$ cat src/design/ctwt_pkg.sv
`default_nettype none

package ctwt_pkg;

  localparam int MAX_ENTRIES_DEF = 256;

  localparam logic [15:0] TRACE_DECAY_RST   = 16'd58982;
  localparam logic [15:0] LEARNING_RATE_RST = 16'd8192;
  localparam logic [8:0]  ENTRIES_RST       = 9'd256;

  localparam logic [1:0] CFG_TRACE_DECAY    = 2'd0;
  localparam logic [1:0] CFG_LEARNING_RATE  = 2'd1;
  localparam logic [1:0] CFG_ENTRIES_IN_USE = 2'd2;

  typedef enum logic [2:0] {
    OP_STEP      = 3'd0,
    OP_UPDATE    = 3'd1,
    OP_GET       = 3'd2,
    OP_CLR_TRACE = 3'd3,
    OP_CLR_WEIGHT = 3'd4
  } op_t;

  typedef struct packed {
    logic [15:0]        trace;
    logic signed [31:0] weight;
  } entry_t;

  typedef struct packed {
    op_t  op;
    logic walk;
    logic bump;
  } alu_ctl_t;

endpackage

`default_nettype wire

$ cat src/design/ctwt_alu.sv
`default_nettype none

module ctwt_alu (
  input  logic               clk,
  input  logic               rst_n,
  input  logic               shift,
  input  ctwt_pkg::alu_ctl_t ctl,
  input  ctwt_pkg::entry_t   head,
  input  logic [15:0]        decay,
  input  logic [31:0]        rb,
  input  logic               neg,
  output ctwt_pkg::entry_t   tail
);

  ctwt_pkg::entry_t   ent_r;
  ctwt_pkg::alu_ctl_t ctl_r;
  logic [47:0]        prod_r;
  logic [47:0]        prod_nxt;
  logic [31:0]        mul_a;

  logic [31:0]        dec_rnd;
  logic [15:0]        t_base;
  logic [16:0]        bump_sum;
  logic [15:0]        t_new;
  logic [47:0]        upd_rnd;
  logic [33:0]        d_ext;
  logic signed [33:0] w_sum;
  logic signed [31:0] w_new;

  assign mul_a    = (ctl.op == ctwt_pkg::OP_UPDATE) ? rb : {16'd0, decay};
  assign prod_nxt = 48'(mul_a) * 48'(head.trace);

  always_ff @(posedge clk) begin
    if (!rst_n) begin
      ctl_r <= '{op: ctwt_pkg::OP_STEP, walk: 1'b0, bump: 1'b0};
    end else if (shift) begin
      ctl_r <= ctl;
    end
  end

  always_ff @(posedge clk) begin
    if (shift) begin
      ent_r  <= head;
      prod_r <= prod_nxt;
    end
  end

  // decay with round half up, then bump by one minus lambda
  assign dec_rnd  = prod_r[31:0] + 32'h0000_8000;
  assign t_base   = ctl_r.walk ? dec_rnd[31:16] : ent_r.trace;
  assign bump_sum = {1'b0, t_base} + (17'h1_0000 - {1'b0, decay});
  always_comb begin
    t_new = t_base;
    if (ctl_r.bump) begin
      t_new = bump_sum[16] ? 16'hFFFF : bump_sum[15:0];
    end
  end

  // round to nearest, ties away from zero, on the magnitude
  assign upd_rnd = prod_r + 48'h20_0000;
  assign d_ext   = {8'd0, upd_rnd[47:22]};
  assign w_sum   = {{2{ent_r.weight[31]}}, ent_r.weight} + (neg ? -d_ext : d_ext);
  always_comb begin
    w_new = w_sum[31:0];
    if (w_sum[33:31] != 3'b000 && w_sum[33:31] != 3'b111) begin
      w_new = w_sum[33] ? 32'sh8000_0000 : 32'sh7FFF_FFFF;
    end
  end

  always_comb begin
    tail = ent_r;
    case (ctl_r.op)
      ctwt_pkg::OP_STEP: begin
        tail.trace = t_new;
      end
      ctwt_pkg::OP_UPDATE: begin
        if (ctl_r.walk) tail.weight = w_new;
      end
      ctwt_pkg::OP_CLR_TRACE: begin
        if (ctl_r.walk) tail.trace = '0;
      end
      ctwt_pkg::OP_CLR_WEIGHT: begin
        if (ctl_r.walk) tail.weight = '0;
      end
      default: begin
        tail = ent_r;
      end
    endcase
  end

endmodule

`default_nettype wire

$ cat config.mk
export PLATFORM = sky130hd
export DESIGN_NAME = ctwt_alu
export DESIGN_NICKNAME = d
export VERILOG_FILES = /design/src/design/ctwt_pkg.sv /design/src/design/ctwt_alu.sv
export SDC_FILE = /design/constraint.sdc
export NUM_CORES = 1
export LEC_CHECK = 0
export ABC_AREA = 0
export ABC_CLOCK_PERIOD_IN_PS = 10870
export BUFFER_PORTS_ARGS = -buffer_cell sky130_fd_sc_hd__buf_2
export CORE_ASPECT_RATIO = 1.25
export CORE_MARGIN = 5
export CORE_UTILIZATION = 30
export CTS_CLUSTER_SIZE = 40
export DETAILED_ROUTE_END_ITERATION = 8
export PLACE_DENSITY = 0.49
export RECOVER_POWER = 100
export SKIP_LAST_GASP = 1
export SYNTH_ARGS = -nofsm -noshare
export SYNTH_HDL_FRONTEND = slang
export SYNTH_SLANG_ARGS = --single-unit
$ cat constraint.sdc
create_clock -name clk -period 10.87 [get_ports clk]
set_input_delay 2.174 -clock clk [delete_from_list [all_inputs] [get_ports clk]]
set_output_delay 2.174 -clock clk [all_outputs]
set_load 0.01 [all_outputs]
==> results.yml <==
clock_network:
  cts_root_buf: "clkbuf_16"
  clock-sinks: 86
  clk_pin_slew_ps: 70
  cts_buffers: 9
  cts_resized: 0
  cts_tree: "done"
  cts_max_path_buffers: 2
  htreeDepth: 3
  insertion_delay_ps: 360
  post_cts_buffers: 0
  cts.hold.buffers_added: 0
floorplanning:
  die_h_um: 326.6
  ioPinCount: 153
  core_um2: 79830
  dieArea_um2: 85970
  row_count: 116
  initial_core_util: 0.3013
  die_x_um: 263.3
global_routing:
  grt_max_degree: 79
  grtUsageTotal: 0.1694
  antenna_found_initial: 19
  grt_pass1_wl_um: 116200
  overflow: 0
  grt_pass1_vias: 20320
logic_synthesis:
  yosys.area.top_type: "fa_1"
  yosys_warnings: 0
  synth-seq-area-share: 0.1053
  synth_edf_count: 81
  netlist_area_um2: 24050
  synth_top_area_share: 0.3488
  async_flop_share: 0
  synthDistinctLibCells: 81
  ys_ff_latch: 86
  syn_avg_cell_area_um2: 8.617
  synth_top_flop_cell: "edfxtp_1"
  synthesis.nets: 3484
  synthesis.instances: 2791
  synth_area_leaders: "fa_1 (35%), edfxtp_1 (10%), ha_1 (8.8%), inv_1 (7.7%), nand2_1 (7.1%)"
timing:
  fmax_mhz: 100.8
  tns_ps: 0
  rsz0062_at_grt: "false"
  relSlewSlack: -0.6791
  finalCriticalPeriod_ps: 9923
  slew_viol_final: 492
  period_share: 0.9129
  setup_viol: 0
  skew_ps: 0
  tightest_slew_ps: 2519
  hold_viol: 0
pwr:
  ir_drop_mv: 0.2744
  power.leakage_uw: 0.01222
  p_per_area_nw_per_um2: 217.0
  power.total_uw: 5656
route:
  viasPerCell: 4.826
  dr.first_iter.drc_count: 1113
  wirelength_um: 72760
  dr.pass1.iters: 5
  vias: 18940
  drcViolationCount: 0
  wl_per_cell_um: 18.54
  ant_nets: 0
worst_setup_path:
  critical-path-slowest-cell: "clkbuf_1"
  slowest_delay_ps: 1650
  cp_max_fo: 33
  arrival_ps: 10090
  cp-end-kind: "flop"
  worst-r2r-cell-count: 2
  cp_common_cell: "fa_1"
  crit_path_cell_trace: "clkbuf_1 -> nand2_1 -> fa_1 -> fa_1 -> fa_1 -> inv_1 -> fa_1 -> fa_1 -> inv_1 -> fa_1 -> inv_1 -> ha_1 -> a2111oi_0 -> o21ai_0 -> o21a_1 -> a21oi_1 -> nand3_1 -> o211ai_1 -> a31oi_1 -> o21ai_0 -> buf_4 -> o31ai_1 -> or4_1 -> o311ai_0"
  worstPathRequired_ps: 11040
  worstSetupStartpointType: "input pin"
  worstSetupPathType: "in -> reg"
final_layout:
  syn_to_final_growth_pct: 8.355
  drive_gt1_frac: 0.06239
  num-nets-final: 3541
  stdcell_area_um2: 26060
  n_fill_cell: 8536
placed_design:
  place_congestion: 0.8474
  placed_cell_area_um2: 25890
  dpl.hpwl_um: 58220
  port_buffers: 152
outcome:
  violations: "max-capacitance violations, max-slew violations"
  status: "finished, violations left"
hold_path:
  whs_path_depth: 2
  min_path_type: "reg -> reg"
flow_run:
  drv_cap: 15
==> worst paths after layout <==
path	from	end	slack, ps
max	head[35]	prod_r[46]	950
min	ctl_r[3]	ctl_r[3]	610
max reg2reg	ctl_r[0]	ctl_r[0]	9720
min reg2reg	ctl_r[3]	ctl_r[3]	610
==> final cells by class <==
class                           instances  area [um^2]  area share
Antenna cell                           10        25.02   0.0009602
Multi-Input combinational cell       2064        19040      0.7305
Inverter                              491         1843     0.07072
Clock buffer                           10        229.0    0.008786
Sequential cell                        86         2532     0.09718
Timing Repair Buffer                  196         1020     0.03913
Clock inverter                          6        45.04    0.001728
Tap cell                             1062         1329     0.05099
==> power breakdown <==
group	switching [uW]	total, uW	internal, uW	leakage [uW]
Combinational	2710	4660	1950	0.0113
Sequential	94.0	696	602	0.000831
Clock	146	303	156	0.000126
==> metal layers <==
layer	wire length (um)	up-vias	part of all wire	track usage
met5	88	-	0.0012	0
met1	32020	9424	0.44	0.2192
met3	3194	77	0.044	0.02230
met2	35780	398	0.49	0.3011
li1	-	9029	-	-
met4	1673	14	0.023	0.04185
==> state kept, by name, summed over array words and instances (netlist names) <==
register,count
ctl_r,5
ent_r,48
prod_r,33
==> logic make-up (layout without fill, tap and decap cells) <==
kind of cell             count (synthesis)  after routing  synth area share
AND/OR/NAND/NOR                        988            988            0.2010
XOR/XNOR                               136            136           0.05041
other                                    0             10                 0
multiplexers                            13             13          0.005775
adder cells (fa/ha/maj)                588            588            0.4367
flip-flops                              86             86            0.1053
AO/OA/AOI/OAI                          339            339           0.09895
buffers and inverters                  641            703            0.1019
==> synthesized netlist by cell type (37+ instances only) <==
master,number
inv_1,491
edfxtp_1,81
and2_1,160
and3_1,109
fa_1,419
ha_1,169
a21oi_1,81
a21o_1,44
nand3_1,37
nor2_1,95
clkbuf_1,132
xor2_1,45
o21ai_0,60
xnor2_1,89
nand2_1,458
==> worst max-delay path: cells and delay by family <==
family,cells,cell delay (ps)
compound gates,9,1790
fa+ha+maj,7,3350
buf+inv,5,1940
simple gates,3,790
==> through the flow <==
step / instances / worst slack [ps] / hold WS [ps] / util
4_1_cts: 3915 / 1237 / 603.6 / 0.3277
3_3_place_gp: 3899 / 884.4 / 630.1 / 0.3243
6_report: 3925 / 947.2 / 605.7 / 0.3265
3_5_place_dp: 3899 / 839.8 / 593.8 / 0.3243
2_1_floorplan: 2791 / 1219 / 541.0 / -
5_1_grt: 3917 / 376.7 / 639.9 / 0.3262
==> layout by cell type, fill, tap and decap left out, types with 6 or more instances in the layout <==
cell type  instances
mux2i_1            8
fa_1             419
ha_1             169
o21ai_1           15
o211ai_1           6
nand3_1           37
nor2b_1           13
nand4_1           26
xnor2_1           89
edfxtp_1          81
o21a_1            19
o31ai_1            9
xor2_1            45
and4_1             9
o21ai_0           46
o21bai_1          13
clkbuf_16          9
diode_2           10
a31oi_1            9
inv_1            491
buf_4             39
a211oi_1          13
a21oi_1           81
o221a_1           10
and3_1           109
o221ai_1          14
or3_1              9
nor2_1            94
nand2b_1           7
and2_1           157
a221oi_1          13
buf_2             97
nor4_1             7
a21o_1            44
nor3_1            26
clkbuf_1          60
nand2_1          459
Power figures use the tool's default switching activity.
