### src/design/ctwt_pkg.sv
`default_nettype none

package ctwt_pkg;

  localparam int MAX_ENTRIES_DEF = 256;

  localparam logic [15:0] TRACE_DECAY_RST   = 16'd58982;
  localparam logic [15:0] LEARNING_RATE_RST = 16'd8192;
  localparam logic [8:0]  ENTRIES_RST       = 9'd256;

  localparam logic [1:0] CFG_TRACE_DECAY    = 2'd0;
  localparam logic [1:0] CFG_LEARNING_RATE  = 2'd1;
  localparam logic [1:0] CFG_ENTRIES_IN_USE = 2'd2;

  typedef enum logic [2:0] {
    OP_STEP      = 3'd0,
    OP_UPDATE    = 3'd1,
    OP_GET       = 3'd2,
    OP_CLR_TRACE = 3'd3,
    OP_CLR_WEIGHT = 3'd4
  } op_t;

  typedef struct packed {
    logic [15:0]        trace;
    logic signed [31:0] weight;
  } entry_t;

  typedef struct packed {
    op_t  op;
    logic walk;
    logic bump;
  } alu_ctl_t;

endpackage

`default_nettype wire

### src/design/ctwt_cell.sv
`default_nettype none

module ctwt_cell (
  input  logic              clk,
  input  logic              rst_n,
  input  logic              shift,
  input  ctwt_pkg::entry_t  d,
  output ctwt_pkg::entry_t  q
);

  ctwt_pkg::entry_t q_r;

  always_ff @(posedge clk) begin
    if (!rst_n) begin
      q_r <= '0;
    end else if (shift) begin
      q_r <= d;
    end
  end

  assign q = q_r;

endmodule

`default_nettype wire

### config.mk
export PLATFORM = sky130hd
export DESIGN_NAME = ctwt_cell
export DESIGN_NICKNAME = d
export VERILOG_FILES = /design/src/design/ctwt_pkg.sv /design/src/design/ctwt_cell.sv
export SDC_FILE = /design/constraint.sdc
export NUM_CORES = 1
export LEC_CHECK = 0
export BUFFER_PORTS_ARGS = -buffer_cell sky130_fd_sc_hd__buf_2
export CAP_MARGIN = 10
export CORE_MARGIN = 2
export CORE_UTILIZATION = 40
export CTS_CLUSTER_DIAMETER = 50
export DETAILED_ROUTE_END_ITERATION = 6
export GPL_TIMING_DRIVEN = 0
export PLACE_DENSITY = 0.77
export SETUP_SLACK_MARGIN = 0.4
export SYNTH_ARGS = -nofsm -noshare
export SYNTH_HDL_FRONTEND = slang
export SYNTH_SLANG_ARGS = --single-unit
export TNS_END_PERCENT = 1
### constraint.sdc
create_clock -name clk -period 1 [get_ports clk]
set_clock_uncertainty 0.1 [all_clocks]
set_input_delay 0.1 -clock clk [delete_from_list [all_inputs] [get_ports clk]]
set_output_delay 0.1 -clock clk [all_outputs]
set_load 0.005 [all_outputs]
==> results of run 1 <==
==> kinds of logic (layout without fill, tap and decap cells) <==
logic type,after synthesis,count (layout),share of synthesized area
muxes,48,48,0.260
buffers and inverters,11,115,0.0563
DFF,48,48,0.521
and+or+nand+nor,48,48,0.163
==> where the power goes <==
part | internal (W) | switching [W]
clock network | 0.000562 | 0.000600
registers | 0.00204 | 0.0000539
logic | 0.000324 | 0.000214
total | 0.00293 | 0.000868
==> through the flow <==
step	worst slack (ns)	cells	TNS, ns
after floorplan	0.125	155	0
after global placement	0.0137	303	0
after detailed placement	-0.00701	303	-0.00701
after CTS	0.0544	311	0
after global routing	0.0362	311	0
final	0.0659	311	0
==> area by class of cell <==
class / count / share of cell area
timing repair buffer: 96 / 0.195
clock inverter: 1 / 0.00294
multi-input combinational: 96 / 0.305
clock buffer: 7 / 0.0338
sequential: 48 / 0.394
tap: 52 / 0.0254
buffer: 11 / 0.0435
==> synthesized netlist by cell type, drive strengths merged <==
cell type and instances:
buf 8, nor2b 48, mux2i 48, clkbuf 3
dfxtp 48
==> per-layer routing <==
layer / vias up / track usage / share of wire
li1: 711 / - / -
met1: 628 / 0.168 / 0.44
met2: 61 / 0.242 / 0.47
met3: 4 / 0.0389 / 0.081
met4: 0 / 0.0440 / 0.0081
met5: - / 0 / 0
==> final timing paths <==
kind | start | end | cells after the start
max | q[8]$_SDFFE_PN0P_ | q[8] | 1
min | d[20] | q[20]$_SDFFE_PN0P_ | 3
max reg2reg | q[29]$_SDFFE_PN0P_ | q[29]$_SDFFE_PN0P_ | 2
min reg2reg | q[20]$_SDFFE_PN0P_ | q[20]$_SDFFE_PN0P_ | 2
==> what timing repair did <==
item                                    in CTS  in global routing
gates resized for setup                     23                 17
endpoints found under the setup margin      96                 96
endpoints found under the hold margin       47                 20
==> impl_metrics.toml, run 1 <==
[power_and_ir_drop]
leakagePower_nw = 1.31
pwr_density_cell_nw_per_um2 = 1480
max-vdd-ir-drop_v = 0.000761
p_total_w = 0.00380

[cells_and_area]
multi_input_area_um2 = 781
final_cell_mix = "95 x buf_2, 48 x mux2i_1, 48 x nor2b_1"
finish.net_count = 309
n_fill_cell = 402
regArea_um2 = 1010
final_util = 0.579
final_common_cell = "buf_2"
area_growth_pct = 38.6
design_area_um2 = 2560
antennaDiodeCount = 0
largest_register_ffs = 48
drive_gt1_frac = 0.571

[sta]
maxSlewViolCount = 0
setup_viol = 0
fmax_mhz = 1070
hold_violations = 47
min_period_ns = 0.934
hold_ws_ns = -0.0358
rsz0062_at_grt = "yes"
period_share = 0.934
worst_slew_pin_slew_ns = 0.360
max-slew-margin-rel = 0.760

[route]
detail_route.vias_per_cell = 4.51
via_count = 1404
post_drt_wl_per_cell_um = 11.5
ant_nets = 0
routed_wirelength_um = 3590
first_iter_violations = 29
drt-pass1-iter-count = 2
drc = 0

[flow_run]
cap_violations = 0

[synthesis]
synth.cell_area_um2 = 1850
synthCells = 155
yosysTopAreaCell = "dfxtp_1"
syn_area_per_cell_um2 = 11.9
seq_area_frac_synth = 0.521
synth_top_area_share = 0.521
synth_fp_nets = 206
ys_ff_latch = 48
yosys_warnings = 0
ys_top_cells_by_area = "dfxtp_1 52%, mux2i_1 26%, nor2b_1 16%"
synth_cell_types = 7

[worst_setup_path]
crit_arrival_ns = 0.73
path_cells = "buf_2"
slowest_stage = "dfxtp_1"
worst-path-max-fanout = 2
crit_buf_inv = 1
crit_type = "reg -> out"
cp-end-kind = "output port"
cp.required_ns = 0.80
start_kind = "flop"
cp_top_family = "flip-flops"
rrSetupSlack_ns = 0.26
critical-path-max-stage-delay_ns = 0.34

[die]
ios = 99
chipHeight_um = 71.9
die_x_um = 71.9
core_area_um2 = 4410
rows = 24
initial_utilization = 0.418
die-area_um2 = 5170

[placement]
placed_cell_area_um2 = 2400
routabilityCongestion = 0.685
io_buffers = 96
hpwl_um = 2730

[clock_tree]
cts_max_path_buffers = 2
cts.htree.levels = 2
cts_root_buf = "clkbuf_8"
cts_sinks = 48
clk_latency_ns = 0.28
clk_pin_slew_worst_paths_ns = 0.08
numCtsBuffers = 5
cts_tree = "yes"
cts_setup_buffers = 0

[outcome]
violations = "negative hold slack"
outcome = "finished, violations left"

[global_routing]
grt_pass1_wl_um = 5790
grt_overflow_total = 0
grt_max_degree = 15
grt_use_total = 0.140
grt_antenna_before_repair = 0
grt_pass1_vias = 1376

[min_path]
hold_path.class = "in -> reg"
Power figures use the tool's default switching activity.
==> inputs of run 2 (changes only) <==
--- a/config.mk
+++ b/config.mk
@@ -7,6 +7,7 @@
 export LEC_CHECK = 0
 export BUFFER_PORTS_ARGS = -buffer_cell sky130_fd_sc_hd__buf_2
 export CAP_MARGIN = 10
+export CORE_ASPECT_RATIO = 0.8
 export CORE_MARGIN = 2
 export CORE_UTILIZATION = 40
 export CTS_CLUSTER_DIAMETER = 50
==> impl_metrics.toml, run 2 (synthesized netlist as in run 1, its figures left out) <==
[outcome]
outcome = "finished, violations left"
violations = "negative hold slack"

[route]
via_count = 1408
ant_nets = 0
routed_wirelength_um = 3530
first_iter_violations = 20
detail_route.vias_per_cell = 4.43
drc = 0
post_drt_wl_per_cell_um = 11.1
drt-pass1-iter-count = 4

[cells_and_area]
antennaDiodeCount = 0
largest_register_ffs = 48
final_common_cell = "buf_2"
n_fill_cell = 406
design_area_um2 = 2540
final_cell_mix = "98 x buf_2, 48 x mux2i_1, 48 x nor2b_1"
area_growth_pct = 37.8
drive_gt1_frac = 0.547
finish.net_count = 309

[die]
ios = 99
core_area_um2 = 4510
die_x_um = 79.9
rows = 22
chipHeight_um = 64.8
initial_utilization = 0.409
die-area_um2 = 5180

[sta]
period_share = 0.938
tns_ns = 0
fmax_mhz = 1070
hold_ws_ns = -0.0369
worst_slew_pin_slew_ns = 0.351
rsz0062_at_grt = "yes"
setup_viol = 0
max-slew-margin-rel = 0.766
maxSlewViolCount = 0
min_period_ns = 0.938
hold_violations = 47
worst_slack_ns = 0.0619

[clock_tree]
numCtsBuffers = 5
cts_setup_buffers = 0
cts_root_buf = "clkbuf_8"
cts.htree.levels = 2
clk_pin_slew_worst_paths_ns = 0.09
cts_tree = "yes"
clk_latency_ns = 0.28
cts_max_path_buffers = 2
cts_sinks = 48

[worst_setup_path]
startpoint = "q[9]$_SDFFE_PN0P_"
path_depth = 1
rrSetupSlack_ns = 0.27
worst-path-max-fanout = 2
r2r_cells = 2
crit_type = "reg -> out"
crit_end = "q[9]"
critical-path-max-stage-delay_ns = 0.33
r2r-start = "q[34]$_SDFFE_PN0P_"
r2r-end = "q[34]$_SDFFE_PN0P_"
crit_buf_inv = 1
start_kind = "flop"
cp_top_family = "flip-flops"
cp-end-kind = "output port"
crit_arrival_ns = 0.74
slowest_stage = "dfxtp_2"
cp.required_ns = 0.80
path_cells = "buf_2"

[power_and_ir_drop]
max-vdd-ir-drop_v = 0.000840
leakagePower_nw = 1.31
pwr_density_cell_nw_per_um2 = 1500

[placement]
io_buffers = 96
dp_slack_ns = -0.0124
placed_cell_area_um2 = 2410
hpwl_um = 2640
routabilityCongestion = 0.714

[global_routing]
grt_antenna_before_repair = 0
grt_pass1_vias = 1329
grt_max_degree = 14
grt_use_total = 0.141
grt_overflow_total = 0
grt_pass1_wl_um = 5730

[flow_run]
cap_violations = 0

[min_path]
hold_path.class = "in -> reg"
[run 2: cell types whose count changed in the layout (fill, tap and decap cells not counted)]
cell | before | now
buf_2 | 95 | 98
clkbuf_1 | 4 | 3
clkbuf_8 | 6 | 7
dfxtp_1 | 11 | 18
dfxtp_2 | 37 | 30
buf_6 | 3 | 0
clkinvlp_4 | 1 | 0
[run 2: worst min-delay path by stage]
stage               startpoint                 end  slack, ns  cells past startpoint
floorplan                 d[0]   q[0]$_SDFFE_PN0P_       0.17                      2
global placement         d[10]  q[10]$_SDFFE_PN0P_       0.25                      3
detailed placement       d[41]  q[41]$_SDFFE_PN0P_       0.26                      3
CTS                       d[9]   q[9]$_SDFFE_PN0P_      -0.05                      3
global route             d[32]  q[32]$_SDFFE_PN0P_      -0.04                      3
finish                   d[12]  q[12]$_SDFFE_PN0P_      -0.04                      3
[run 2: per-stage QoR]
| stage | total power, W | util | std cells |
|---|---|---|---|
| after floorplan | 0.00241 | - | 155 |
| after global placement | 0.00264 | 0.534 | 311 |
| after detailed placement | 0.00266 | 0.534 | 311 |
| after CTS | 0.00388 | 0.559 | 318 |
| after global routing | 0.00403 | 0.563 | 318 |
| final | 0.00382 | 0.563 | 318 |
[run 2: layout make-up]
class | instances | area (um^2) | area share
sequential | 48 | 998 | 0.393
timing repair buffer | 96 | 480 | 0.189
multi-input combinational | 96 | 781 | 0.307
tap | 60 | 75.1 | 0.0295
buffer | 11 | 111 | 0.0438
clock buffer | 7 | 96.3 | 0.0379
[run 2: power breakdown]
group	internal, W	leakage [nW]	switching, W
combinational	0.000317	0.854	0.000214
clock	0.000616	0.0503	0.000585
sequential	0.00204	0.407	0.0000506
[run 2: repair_timing]
item                                   in CTS  in global routing
setup endpoints to repair                  96                 96
resized for setup                          14                 16
endpoints found under the hold margin      47                 28
[run 2: layer usage]
| layer | GRT usage | vias to the layer above | share of wire |
|---|---|---|---|
| met2 | 0.238 | 58 | 0.44 |
| met5 | 0 | - | 0 |
| met4 | 0.0445 | 0 | 0.0091 |
| met1 | 0.163 | 636 | 0.45 |
| li1 | - | 709 | - |
| met3 | 0.0585 | 5 | 0.096 |
